File: config.mk
export PLATFORM = sky130hd
export DESIGN_NAME = midi_note_message_parser
export DESIGN_NICKNAME = d
export VERILOG_FILES = /design/src/rtl/mnp_pkg.sv /design/src/rtl/mnp_note_freq.sv /design/src/rtl/midi_note_message_parser.sv
export SDC_FILE = /design/constraint.sdc
export NUM_CORES = 1
export LEC_CHECK = 0
export ABC_CLOCK_PERIOD_IN_PS = 12800
export BUFFER_PORTS_ARGS = -buffer_cell sky130_fd_sc_hd__buf_2
export CAP_MARGIN = 20
export CORE_ASPECT_RATIO = 1.2
export CORE_MARGIN = 4
export CORE_UTILIZATION = 45
export DETAILED_ROUTE_END_ITERATION = 7
export GPL_TIMING_DRIVEN = 0
export PLACE_DENSITY_LB_ADDON = 0.25
export SETUP_SLACK_MARGIN = 0.2
export SYNTH_ARGS = -nofsm -noshare
export SYNTH_HDL_FRONTEND = slang
export SYNTH_SLANG_ARGS = --single-unit
File: constraint.sdc
create_clock -name clk -period 12.8 [get_ports clk]
set_input_delay 1.28 -clock clk [delete_from_list [all_inputs] [get_ports clk]]
set_output_delay 1.28 -clock clk [all_outputs]
set_load 0.02 [all_outputs]
File: src/rtl/mnp_pkg.sv
// mnp_pkg: shared constants and the top-octave frequency table for the
// midi note message parser. No dependencies.
`timescale 1ns / 1ps
`default_nettype none

package mnp_pkg;

	localparam int unsigned CHAN_W = 4;
	localparam int unsigned BYTE_W = 8;
	localparam int unsigned NOTE_W = 7;
	localparam int unsigned FREQ_W = 22;
	localparam int unsigned TBL_W  = 32;

	// status nibbles and byte codes
	localparam logic [3:0] NIB_NOTE_OFF = 4'h8;
	localparam logic [3:0] NIB_NOTE_ON  = 4'h9;
	localparam logic [3:0] NIB_SYSTEM   = 4'hF;
	localparam logic [BYTE_W-1:0] STATUS_NONE = 8'h00;

	// note number of the lowest entry of the top octave
	localparam logic [7:0] TOP_OCT_BASE = 8'd116;
	localparam logic [4:0] SHIFT_BASE   = 5'd10;

	// top octave (notes 116..127) in Hz, unsigned q18
	function automatic logic [TBL_W-1:0] top_octave_q18(input logic [3:0] idx);
		logic [TBL_W-1:0] v;
		begin
			unique case (idx)
				4'd0:    v = 32'd1741914250;
				4'd1:    v = 32'd1845493760;
				4'd2:    v = 32'd1955232745;
				4'd3:    v = 32'd2071496478;
				4'd4:    v = 32'd2194674310;
				4'd5:    v = 32'd2325176692;
				4'd6:    v = 32'd2463438350;
				4'd7:    v = 32'd2609922305;
				4'd8:    v = 32'd2765116665;
				4'd9:    v = 32'd2929538413;
				4'd10:   v = 32'd3103738174;
				4'd11:   v = 32'd3288296412;
				default: v = '0;
			endcase
			return v;
		end
	endfunction

endpackage

`default_nettype wire

File: src/rtl/mnp_note_freq.sv
// mnp_note_freq: equal-tempered frequency of a note number, unsigned q14.8.
// Octave reduction by reciprocal multiply, top-octave table and a rounded
// shift. Depends on mnp_pkg.
`timescale 1ns / 1ps
`default_nettype none

module mnp_note_freq (
	input  wire logic [mnp_pkg::NOTE_W-1:0] note,
	output logic      [mnp_pkg::FREQ_W-1:0] freq_q8
);

	logic [6:0]  below_top;
	logic [14:0] prod;
	logic [3:0]  oct;
	logic [7:0]  oct_x12;
	logic [7:0]  idx_full;
	logic [4:0]  shamt;
	logic [32:0] rounded;
	logic [32:0] shifted;

	// octaves below the top one: (127 - n) / 12, exact for 7-bit values
	always_comb begin
		below_top = 7'd127 - note;
		prod      = {8'd0, below_top} * 15'd171;
		oct       = prod[14:11];
		oct_x12   = {4'd0, oct} * 8'd12;
		idx_full  = {1'b0, note} + oct_x12 - mnp_pkg::TOP_OCT_BASE;
		shamt     = mnp_pkg::SHIFT_BASE + {1'b0, oct};
		rounded   = {1'b0, mnp_pkg::top_octave_q18(idx_full[3:0])}
			+ (33'd1 << (shamt - 5'd1));
		shifted   = rounded >> shamt;
		freq_q8   = shifted[mnp_pkg::FREQ_W-1:0];
	end

endmodule

`default_nettype wire

File: src/rtl/midi_note_message_parser.sv
// midi_note_message_parser: top level, running status tracking and note
// event output. Depends on mnp_pkg and mnp_note_freq.
//
// Usage:
//   Input channel: one received midi word per handshake (in_valid/in_ready,
//   midi_byte). Output channel: one note event per completed note/velocity
//   pair (out_valid/out_ready, gate_on, note_number, velocity, frequency_q8).
//   cfg_we/cfg_wdata write listen_channel; write it only while idle.
//   Path: an accepted word is captured in the input register; its event,
//   if any, then goes into the result register and is offered from there.
//   Throughput: one word per cycle unless an event waits on a held output,
//   set by the single decode pass between the input and result registers.
//   Stall: a waiting event holds in the result register; words that cause
//   no event keep flowing, a word that causes one waits in the input
//   register, and in_ready drops only when both registers are held.
//   Reset: running status, pending note and listen_channel clear to zero;
//   both channels come up empty.
`timescale 1ns / 1ps
`default_nettype none

module midi_note_message_parser (
	input  wire logic                         clk,
	input  wire logic                         arst_n,
	input  wire logic                         cfg_we,
	input  wire logic [mnp_pkg::CHAN_W-1:0]   cfg_wdata,
	input  wire logic                         in_valid,
	output logic                              in_ready,
	input  wire logic [mnp_pkg::BYTE_W-1:0]   midi_byte,
	output logic                              out_valid,
	input  wire logic                         out_ready,
	output logic                              gate_on,
	output logic      [mnp_pkg::NOTE_W-1:0]   note_number,
	output logic      [mnp_pkg::NOTE_W-1:0]   velocity,
	output logic      [mnp_pkg::FREQ_W-1:0]   frequency_q8
);

	logic [mnp_pkg::CHAN_W-1:0] listen_channel_q;
	logic [mnp_pkg::BYTE_W-1:0] running_status_q;
	logic [mnp_pkg::NOTE_W-1:0] pending_note_q;
	logic                       note_pending_q;

	logic                       s1_valid_s1;
	logic [mnp_pkg::BYTE_W-1:0] s1_byte_s1;

	logic                       out_valid_q;
	logic                       gate_on_q;
	logic [mnp_pkg::NOTE_W-1:0] note_q;
	logic [mnp_pkg::NOTE_W-1:0] vel_q;
	logic [mnp_pkg::FREQ_W-1:0] freq_q;

	logic                       is_data;
	logic                       is_voice;
	logic                       is_common;
	logic                       match_off;
	logic                       match_on;
	logic                       has_result;
	logic                       takes_note;
	logic                       out_free;
	logic                       advance;
	logic                       note_on;
	logic [mnp_pkg::NOTE_W-1:0] data7;
	logic [mnp_pkg::FREQ_W-1:0] lut_freq;

	mnp_note_freq u_freq (
		.note    (pending_note_q),
		.freq_q8 (lut_freq)
	);

	// decode of the word in the input register
	always_comb begin
		data7      = s1_byte_s1[mnp_pkg::NOTE_W-1:0];
		is_data    = !s1_byte_s1[7];
		is_voice   = s1_byte_s1[7] && (s1_byte_s1[7:4] != mnp_pkg::NIB_SYSTEM);
		is_common  = (s1_byte_s1[7:4] == mnp_pkg::NIB_SYSTEM) && !s1_byte_s1[3];
		match_off  = running_status_q == {mnp_pkg::NIB_NOTE_OFF, listen_channel_q};
		match_on   = running_status_q == {mnp_pkg::NIB_NOTE_ON, listen_channel_q};
		has_result = is_data && (match_off || match_on) && note_pending_q;
		takes_note = is_data && (match_off || match_on) && !note_pending_q;
		note_on    = match_on && (data7 != '0);
		out_free   = !out_valid_q || out_ready;
		advance    = s1_valid_s1 && (!has_result || out_free);
		in_ready   = !s1_valid_s1 || advance;
	end

	always_ff @(posedge clk or negedge arst_n) begin
		if (!arst_n) begin
			listen_channel_q <= '0;
		end else if (cfg_we) begin
			listen_channel_q <= cfg_wdata;
		end
	end

	// input register
	always_ff @(posedge clk or negedge arst_n) begin
		if (!arst_n) begin
			s1_valid_s1 <= 1'b0;
		end else if (in_ready) begin
			s1_valid_s1 <= in_valid;
		end
	end

	always_ff @(posedge clk) begin
		if (in_ready && in_valid) begin
			s1_byte_s1 <= midi_byte;
		end
	end

	// parser state
	always_ff @(posedge clk or negedge arst_n) begin
		if (!arst_n) begin
			running_status_q <= mnp_pkg::STATUS_NONE;
			pending_note_q   <= '0;
			note_pending_q   <= 1'b0;
		end else if (advance) begin
			priority if (is_voice) begin
				running_status_q <= s1_byte_s1;
				pending_note_q   <= '0;
				note_pending_q   <= 1'b0;
			end else if (is_common) begin
				running_status_q <= mnp_pkg::STATUS_NONE;
			end else if (takes_note) begin
				pending_note_q <= data7;
				note_pending_q <= 1'b1;
			end else if (has_result) begin
				pending_note_q <= '0;
				note_pending_q <= 1'b0;
			end else begin
				// real-time words and unmatched data leave the state as is
			end
		end
	end

	// result register
	always_ff @(posedge clk or negedge arst_n) begin
		if (!arst_n) begin
			out_valid_q <= 1'b0;
		end else if (out_free) begin
			out_valid_q <= advance && has_result;
		end
	end

	always_ff @(posedge clk) begin
		if (out_free && advance && has_result) begin
			gate_on_q <= note_on;
			note_q    <= pending_note_q;
			vel_q     <= data7;
			freq_q    <= note_on ? lut_freq : '0;
		end
	end

	assign out_valid    = out_valid_q;
	assign gate_on      = gate_on_q;
	assign note_number  = note_q;
	assign velocity     = vel_q;
	assign frequency_q8 = freq_q;

	a_on_has_freq: assert property (@(posedge clk) disable iff (!arst_n)
		out_valid_q && gate_on_q |-> (freq_q != '0) && (vel_q != '0))
		else $error("note on without frequency or velocity");

	a_off_no_freq: assert property (@(posedge clk) disable iff (!arst_n)
		out_valid_q && !gate_on_q |-> freq_q == '0)
		else $error("note off with nonzero frequency");

	a_voice_clears: assert property (@(posedge clk) disable iff (!arst_n)
		advance && is_voice |=> !note_pending_q)
		else $error("voice status left a note pending");

	a_pair_clears: assert property (@(posedge clk) disable iff (!arst_n)
		advance && has_result |=> !note_pending_q && out_valid_q)
		else $error("completed pair not delivered or not cleared");

	a_hold_s1: assert property (@(posedge clk) disable iff (!arst_n)
		s1_valid_s1 && !advance |=> s1_valid_s1 && $stable(s1_byte_s1))
		else $error("held input word lost");

endmodule

`default_nettype wire

==> load_flow_metrics.sql, run 1 <==
INSERT INTO impl_metrics (metric_group, metric, value, unit) VALUES
('pwr', 'max-vdd-ir-drop', '120', 'uV'),
('final_layout', 'final.fill_count', '1524', ''),
('timing', 'tightest_slew', '0.702', 'ns'),
('min_path', 'hold_class', 'flip-flop to flip-flop', ''),
('placed_design', 'count_of_placed_standard_cells_including_taps', '1121', ''),
('synth', 'synth_edf_count', '45', ''),
('clock_tree', 'tritoncts_buffers', '9', ''),
('critical_path', 'worst_ep_required', '12.89', 'ns'),
('pwr', 'power.density_cell_area', '291', 'nW/um^2'),
('routing', 'dr.first_iter.drc_count', '678', ''),
('critical_path', 'crit_path_start_kind', 'flip-flop', ''),
('global_route', 'grt_max_degree', '33', ''),
('timing', 'fin_crit', '10.13', 'ns'),
('final_layout', 'diodes', '0', ''),
('synth', 'synth_top_area_frac', '0.191', ''),
('synth', 'ys_seq_area_frac', '0.268', ''),
('clock_tree', 'cts_buffer_depth', '2', ''),
('timing', 'final.period_utilization', '0.791', ''),
('synth', 'synthDominantAreaCellType', 'sky130_fd_sc_hd__edfxtp_1', ''),
('clock_tree', 'tritoncts', 'built', ''),
('floorplan', 'row_count', '50', ''),
('global_route', 'grt_pass1_vias', '6517', ''),
('routing', 'drcViolationCount', '0', ''),
('timing', 'setup_repair_after_global_routing_missed_its_margin', 'false', ''),
('final_layout', 'total_area_of_multi_input_combinational_cells', '4830', 'um^2'),
('pwr', 'seq_power_share', '0.108', ''),
('synth', 'synth.avg_cell_area', '8.32', 'um^2'),
('final_layout', 'final_instance_count_excl_fillers', '1137', ''),
('critical_path', 'setup.worst_path.end', 'frequency_q8[10]', ''),
('clock_tree', 'cts_hold_buffers', '0', ''),
('clock_tree', 'clock_tree.root_cell', 'sky130_fd_sc_hd__clkbuf_16', ''),
('synth', 'synthesis.area', '7080', 'um^2'),
('clock_tree', 'cts_htree_levels', '3', ''),
('global_route', 'use_met2', '0.393', ''),
('final_layout', 'final_layout_size_suffix_gt1_frac', '0.136', ''),
('synth', 'synth_async_sr_flop_share', '0.328', ''),
('placed_design', 'place.gp.congestion', '0.980', ''),
('clock_tree', 'numClockSinks', '67', ''),
('global_route', 'grt.busiest_layer', 'met2', ''),
('timing', 'clock-skew-final', '0.00493', 'ns'),
('clock_tree', 'clk_slew_on_worst_s_h_paths', '0.06', 'ns'),
('critical_path', 'ff2ff_setup_slack', '2.67', 'ns'),
('global_route', 'globalRouteTotalUtil', '0.237', ''),
('critical_path', 'critPathSlowestCell', 'sky130_fd_sc_hd__dfrtp_1', ''),
('critical_path', 'data_arrival_time_of_the_worst_path', '10.22', 'ns'),
('pwr', 'power.share.combinational', '0.785', ''),
('synth', 'dominantRegCellSynth', 'sky130_fd_sc_hd__edfxtp_1', ''),
('timing', 'slew_headroom', '0.531', ''),
('final_layout', 'final_net_count', '1024', ''),
('pwr', 'switchingPower', '1.30', 'mW'),
('critical_path', 'cp_max_fo', '12', ''),
('synth', 'netlist-cell-type-count', '76', ''),
('floorplan', 'die-height', '145', 'um'),
('floorplan', 'floorplan.die_area', '17800', 'um^2'),
('clock_tree', 'cts_post_setup_buffers_inserted', '0', ''),
('final_layout', 'layout-area-overhead-vs-synth', '12.5', '%'),
('timing', 'setup_viol', '0', ''),
('timing', 'timing.final.hold_violations', '0', ''),
('pwr', 'power_leakage', '3.40', 'nW'),
('timing', 'fin_setup_tns', '0', 'ns'),
('critical_path', 'timing.critical_path.to_type', 'flip-flop', ''),
('synth', 'netlist_top_cells_area', 'sky130_fd_sc_hd__edfxtp_1 (19%), sky130_fd_sc_hd__ha_1 (13%), sky130_fd_sc_hd__dfrtp_1 (7.8%), sky130_fd_sc_hd__nand2_1 (5.1%), sky130_fd_sc_hd__a21oi_1 (5.0%)', ''),
('placed_design', 'port_buffers', '55', ''),
('pwr', 'power.share.switching', '0.563', ''),
('critical_path', 'crit_start', 'pending_note_q[1]', ''),
('synth', 'synth_seq_cells', '67', ''),
('run_status', 'status', 'completed', ''),
('timing', 'slew_viol_final', '0', ''),
('routing', 'route.detailed.vias_per_inst', '6.01', ''),
('routing', 'detailedRoute.firstPassIterationCount', '5', ''),
('routing', 'antenna_left', '0', '');
[per-layer routing]
metal | share of wire | vias to the layer above
met1 | 0.42 | 3199
met4 | 0.044 | 0
li1 | - | 3317
met2 | 0.49 | 256
met5 | 0 | -
met3 | 0.054 | 61
[critical path: cells and delay by family (launching register included)]
kind | cells | cell delay (ns)
fa+ha+maj | 7 | 2.85
compound gates | 8 | 2.12
buf+inv | 7 | 1.42
flops | 1 | 0.64
xor+xnor | 2 | 0.79
simple gates | 5 | 1.04
mux | 3 | 0.99
[final cells by class]
class / count / share of cell area
multi-input cells: 702 / 0.606
flip-flops and latches: 67 / 0.239
repair buffers: 56 / 0.0370
well taps: 208 / 0.0326
clock buffers: 10 / 0.0287
plain buffers: 42 / 0.0259
inverters: 46 / 0.0217
clock inverters: 6 / 0.00910
[layout by cell type, fill, tap and decap left out, drive strengths merged, types with 8 or more instances in the layout]
| cell type | Yosys | final |
|---|---|---|
| a211oi | 19 | 19 |
| a21o | 11 | 11 |
| a21oi | 79 | 79 |
| a22o | 18 | 18 |
| a31oi | 11 | 11 |
| and2 | 8 | 8 |
| buf | 18 | 74 |
| clkbuf | 24 | 34 |
| dfrtp | 22 | 22 |
| edfxtp | 45 | 45 |
| fa | 9 | 9 |
| ha | 74 | 74 |
| inv | 46 | 48 |
| mux2i | 17 | 17 |
| nand2 | 96 | 96 |
| nand3 | 29 | 29 |
| nand4 | 9 | 9 |
| nor2 | 79 | 79 |
| nor2b | 8 | 8 |
| nor3 | 28 | 28 |
| o211ai | 14 | 14 |
| o21ai | 45 | 45 |
| o22ai | 14 | 14 |
| xnor2 | 22 | 22 |
| xor2 | 9 | 9 |
[worst min-delay path by stage]
stage | startpoint | end | depth (start not counted) | slack [ns]
global placement | running_status_q[7] | running_status_q[7] | 1 | 0.46
detailed placement | running_status_q[7] | running_status_q[7] | 1 | 0.47
CTS | running_status_q[7] | running_status_q[7] | 1 | 0.48
floorplan | pending_note_q[4] | note_number[4] | 0 | 0.45
global route | running_status_q[7] | running_status_q[7] | 1 | 0.49
finish | running_status_q[7] | running_status_q[7] | 1 | 0.48
[sequential cells by signal, summed over array words and instances (netlist names)]
register,count
velocity,7
s1_byte_s1,8
out_valid,1
running_status_q,8
frequency_q8,22
note_number,7
listen_channel_q,4
gate_on,1
note_pending_q,1
pending_note_q,7
s1_valid_s1,1
[power groups by stage]
stage / clock (mW) / sequential (mW) / combinational (mW)
3_3_place_gp: 0 / 0.253 / 1.76
6_report: 0.249 / 0.249 / 1.82
5_1_grt: 0.262 / 0.250 / 1.98
2_1_floorplan: 0 / 0.250 / 1.33
4_1_cts: 0.251 / 0.249 / 1.77
3_5_place_dp: 0 / 0.253 / 1.75
[Yosys cell counts, drive strengths merged (4+ instances only)]
library cell / count
a22oi: 6
clkbuf: 24
and3: 7
inv: 46
edfxtp: 45
a22o: 18
dfrtp: 22
o211ai: 14
and4: 6
buf: 18
nor2: 79
xor2: 9
nor2b: 8
mux2i: 17
nand2b: 5
a221oi: 5
fa: 9
a21oi: 79
a311oi: 4
nor3: 28
nand4: 9
a21o: 11
o22ai: 14
ha: 74
nand3: 29
a31oi: 11
o21a: 6
mux2: 6
a211oi: 19
and2: 8
o21ai: 45
xnor2: 22
nor4: 5
a211o: 4
nand2: 96
[per-stage QoR]
stage                util  setup WS [ns]  total power, mW  cell area, um^2
global route        0.514           2.07             2.49             7970
floorplan               -           4.65             1.58             7110
global placement    0.493           2.77             2.01             7640
CTS                 0.514           2.80             2.27             7970
detailed placement  0.494           2.85             2.01             7670
finish              0.514           2.67             2.32             7970
[logic make-up (layout without fill, tap and decap cells)]
kind of cell	after synthesis	count (layout)	synth area share
DFF	67	67	0.268
xor gates and xnor gates	31	31	0.0383
and+or+nand+nor	292	292	0.193
AOI/OAI and AO/OA	265	265	0.253
adders and majority gates	83	83	0.156
muxes	24	24	0.0367
other	1	7	0.000529
buffers and inverters	88	160	0.0535
(Power assumes the default switching activity.)
==> inputs of run 2 (changes only) <==
ABC_CLOCK_PERIOD_IN_PS = 8950   (was 12800)
clock period = 8.95 ns   (was 12.8 ns; I/O delays follow)
==> run 2 against run 1 <==
- routed wire length is 3.4% higher
- flip-flop and latch count is the same
- sequential share of layout area is 1.1 points lower
- setup slack got worse by 2.1 ns
- die area unchanged
- critical endpoint is now frequency_q8[4]
- first-iteration DRC count grew 12%
- cell area rose by 5.0%
- non-clock buffer count up 13
- register-to-register slack got worse by 2.1 ns
- via count rose by 2.1%
- clock skew rose by 0.0019 ns
==> load_flow_metrics.sql, run 2 (synthesized netlist as in run 1, its figures left out) <==
INSERT INTO impl_metrics (metric_group, metric, value, unit) VALUES
('critical_path', 'r2r-start', 'pending_note_q[5]', ''),
('routing', 'antenna_left', '0', ''),
('floorplan', 'floorplan.die_area', '17800', 'um^2'),
('clock_tree', 'tritoncts', 'built', ''),
('critical_path', 'worst_ep_required', '9.00', 'ns'),
('critical_path', 'data_arrival_time_of_the_worst_path', '8.42', 'ns'),
('min_path', 'holdCritStartpoint', 'running_status_q[7]', ''),
('critical_path', 'cp_max_fo', '10', ''),
('clock_tree', 'clock_insertion_delay_at_the_later_pin_of_the_skew_report', '0.34', 'ns'),
('routing', 'route.detailed.vias_per_inst', '6.07', ''),
('placed_design', 'port_buffers', '55', ''),
('timing', 'clock-skew-final', '0.00682', 'ns'),
('floorplan', 'start_util', '0.457', ''),
('floorplan', 'die_width', '123', 'um'),
('routing', 'route.vias.total', '6977', ''),
('critical_path', 'max_stage_delay', '0.52', 'ns'),
('global_route', 'grt.overflow.total', '0', ''),
('job', 'cap_viol_max_count', '0', ''),
('final_layout', 'final_layout_size_suffix_gt1_frac', '0.196', ''),
('routing', 'drcViolationCount', '0', ''),
('final_layout', 'diodes', '0', ''),
('clock_tree', 'cts_htree_levels', '3', ''),
('routing', 'wl_per_cell', '18.8', 'um'),
('routing', 'dr.first_iter.drc_count', '758', ''),
('final_layout', 'final_common_cell', 'sky130_fd_sc_hd__nand2_1', ''),
('routing', 'detailedRoute.firstPassIterationCount', '5', ''),
('placed_design', 'detailedPlacementHpwl', '16600', 'um'),
('floorplan', 'die-height', '145', 'um'),
('final_layout', 'layout_common_cells', 'sky130_fd_sc_hd__nand2_1 (96), sky130_fd_sc_hd__nor2_1 (72), sky130_fd_sc_hd__ha_1 (70)', ''),
('critical_path', 'crit_start', 'pending_note_q[5]', ''),
('global_route', 'first_pass_grt_wire_length', '34300', 'um'),
('timing', 'timing.fmax', '119', 'MHz'),
('timing', 'fin_crit', '8.37', 'ns'),
('routing', 'post_route_wl', '21600', 'um'),
('clock_tree', 'numClockSinks', '67', ''),
('global_route', 'globalRouteTotalUtil', '0.242', ''),
('floorplan', 'design.core.area', '15500', 'um^2'),
('timing', 'finalHoldWorstSlack', '0.481', 'ns'),
('timing', 'tightest_slew', '0.705', 'ns'),
('clock_tree', 'cts_buffer_depth', '2', ''),
('placed_design', 'place.gp.congestion', '0.980', ''),
('final_layout', 'final_net_count', '1037', ''),
('final_layout', 'final.fill_count', '1511', ''),
('timing', 'setup_repair_after_global_routing_missed_its_margin', 'false', ''),
('critical_path', 'timing.setup.critical_path_class', 'flip-flop to flip-flop', ''),
('min_path', 'hold_class', 'flip-flop to flip-flop', ''),
('run_status', 'status', 'completed', ''),
('critical_path', 'critPathSlowestCell', 'sky130_fd_sc_hd__fa_1', ''),
('clock_tree', 'tritoncts_buffers', '9', ''),
('global_route', 'grt_antenna_before_repair', '0', ''),
('floorplan', 'row_count', '50', ''),
('global_route', 'grt_pass1_vias', '6596', ''),
('critical_path', 'timing.critical_path.to_type', 'flip-flop', ''),
('critical_path', 'crit_path_start_kind', 'flip-flop', ''),
('global_route', 'grt_max_degree', '33', ''),
('timing', 'slew_viol_final', '0', ''),
('clock_tree', 'clk_slew_on_worst_s_h_paths', '0.06', 'ns'),
('clock_tree', 'clock_tree.root_cell', 'sky130_fd_sc_hd__clkbuf_16', ''),
('timing', 'setup_viol', '0', ''),
('timing', 'final.period_utilization', '0.935', ''),
('floorplan', 'top_level_ports', '56', ''),
('final_layout', 'layout-area-overhead-vs-synth', '18.1', '%'),
('timing', 'timing.final.hold_violations', '0', ''),
('timing', 'slew_headroom', '0.529', ''),
('clock_tree', 'cts_hold_buffers', '0', ''),
('final_layout', 'largest_reg_flops', '22', '');
## run 2: worst paths after layout
check / endpoint / slack, ns / depth (start not counted)
worst max-delay path: frequency_q8[4] / 0.58 / 34
worst min-delay path: running_status_q[7] / 0.48 / 1
worst max register to register: frequency_q8[4] / 0.58 / 34
worst min register to register: running_status_q[7] / 0.48 / 1
max in group asynchronous: pending_note_q[2] / 8.08 / 1
min in group asynchronous: listen_channel_q[0] / 0.51 / 1
## run 2: critical path, delay by kind of cell, from the launching register on
kind / cells / cell delay, ns
compound gates: 13 / 2.67
flops: 1 / 0.45
buf+inv: 7 / 1.10
simple gates: 3 / 0.70
mux: 1 / 0.28
xor+xnor: 3 / 0.49
fa+ha+maj: 7 / 2.37
## run 2: layer usage
layer  share of wire  vias to the layer above  global-route usage
met3           0.049                       70              0.0369
met1            0.41                     3282               0.305
met4           0.045                        0               0.106
li1                -                     3345                   -
met2            0.49                      280               0.405
met5               0                        -                   0
## run 2: metrics by stage
step                      utilization  cells  cell area (um^2)  setup WS, ns  setup TNS (ns)
after global placement          0.493   1120              7640         -1.08          -17.11
after detailed placement        0.494   1121              7670        -0.998          -16.16
after floorplan                     -    857              7110         0.802               0
after CTS                       0.526   1141              8160         0.228               0
after global routing            0.539   1150              8370         0.155               0
final                           0.539   1150              8370         0.578               0
## run 2: area by class of cell
| class | instances | area, um^2 | share of cell area |
|---|---|---|---|
| sequential | 67 | 1910 | 0.228 |
| clock inverter | 6 | 72.6 | 0.00867 |
| buffer | 42 | 236 | 0.0283 |
| tap | 208 | 260 | 0.0311 |
| inverter | 46 | 173 | 0.0206 |
| multi-input combinational | 702 | 5100 | 0.609 |
| clock buffer | 10 | 229 | 0.0274 |
| timing repair buffer | 69 | 390 | 0.0467 |
## run 2: what timing repair did
action | CTS | global route
resized for setup | 36 | 48
endpoints found under the setup margin | 22 | 21
pin swaps | 5 | 9
setup buffers | 4 | 8
gates cloned | 0 | 1
Power of run 2 is not shown: default switching activity piles up to over one toggle a cycle in this logic, so the estimate is an artifact.
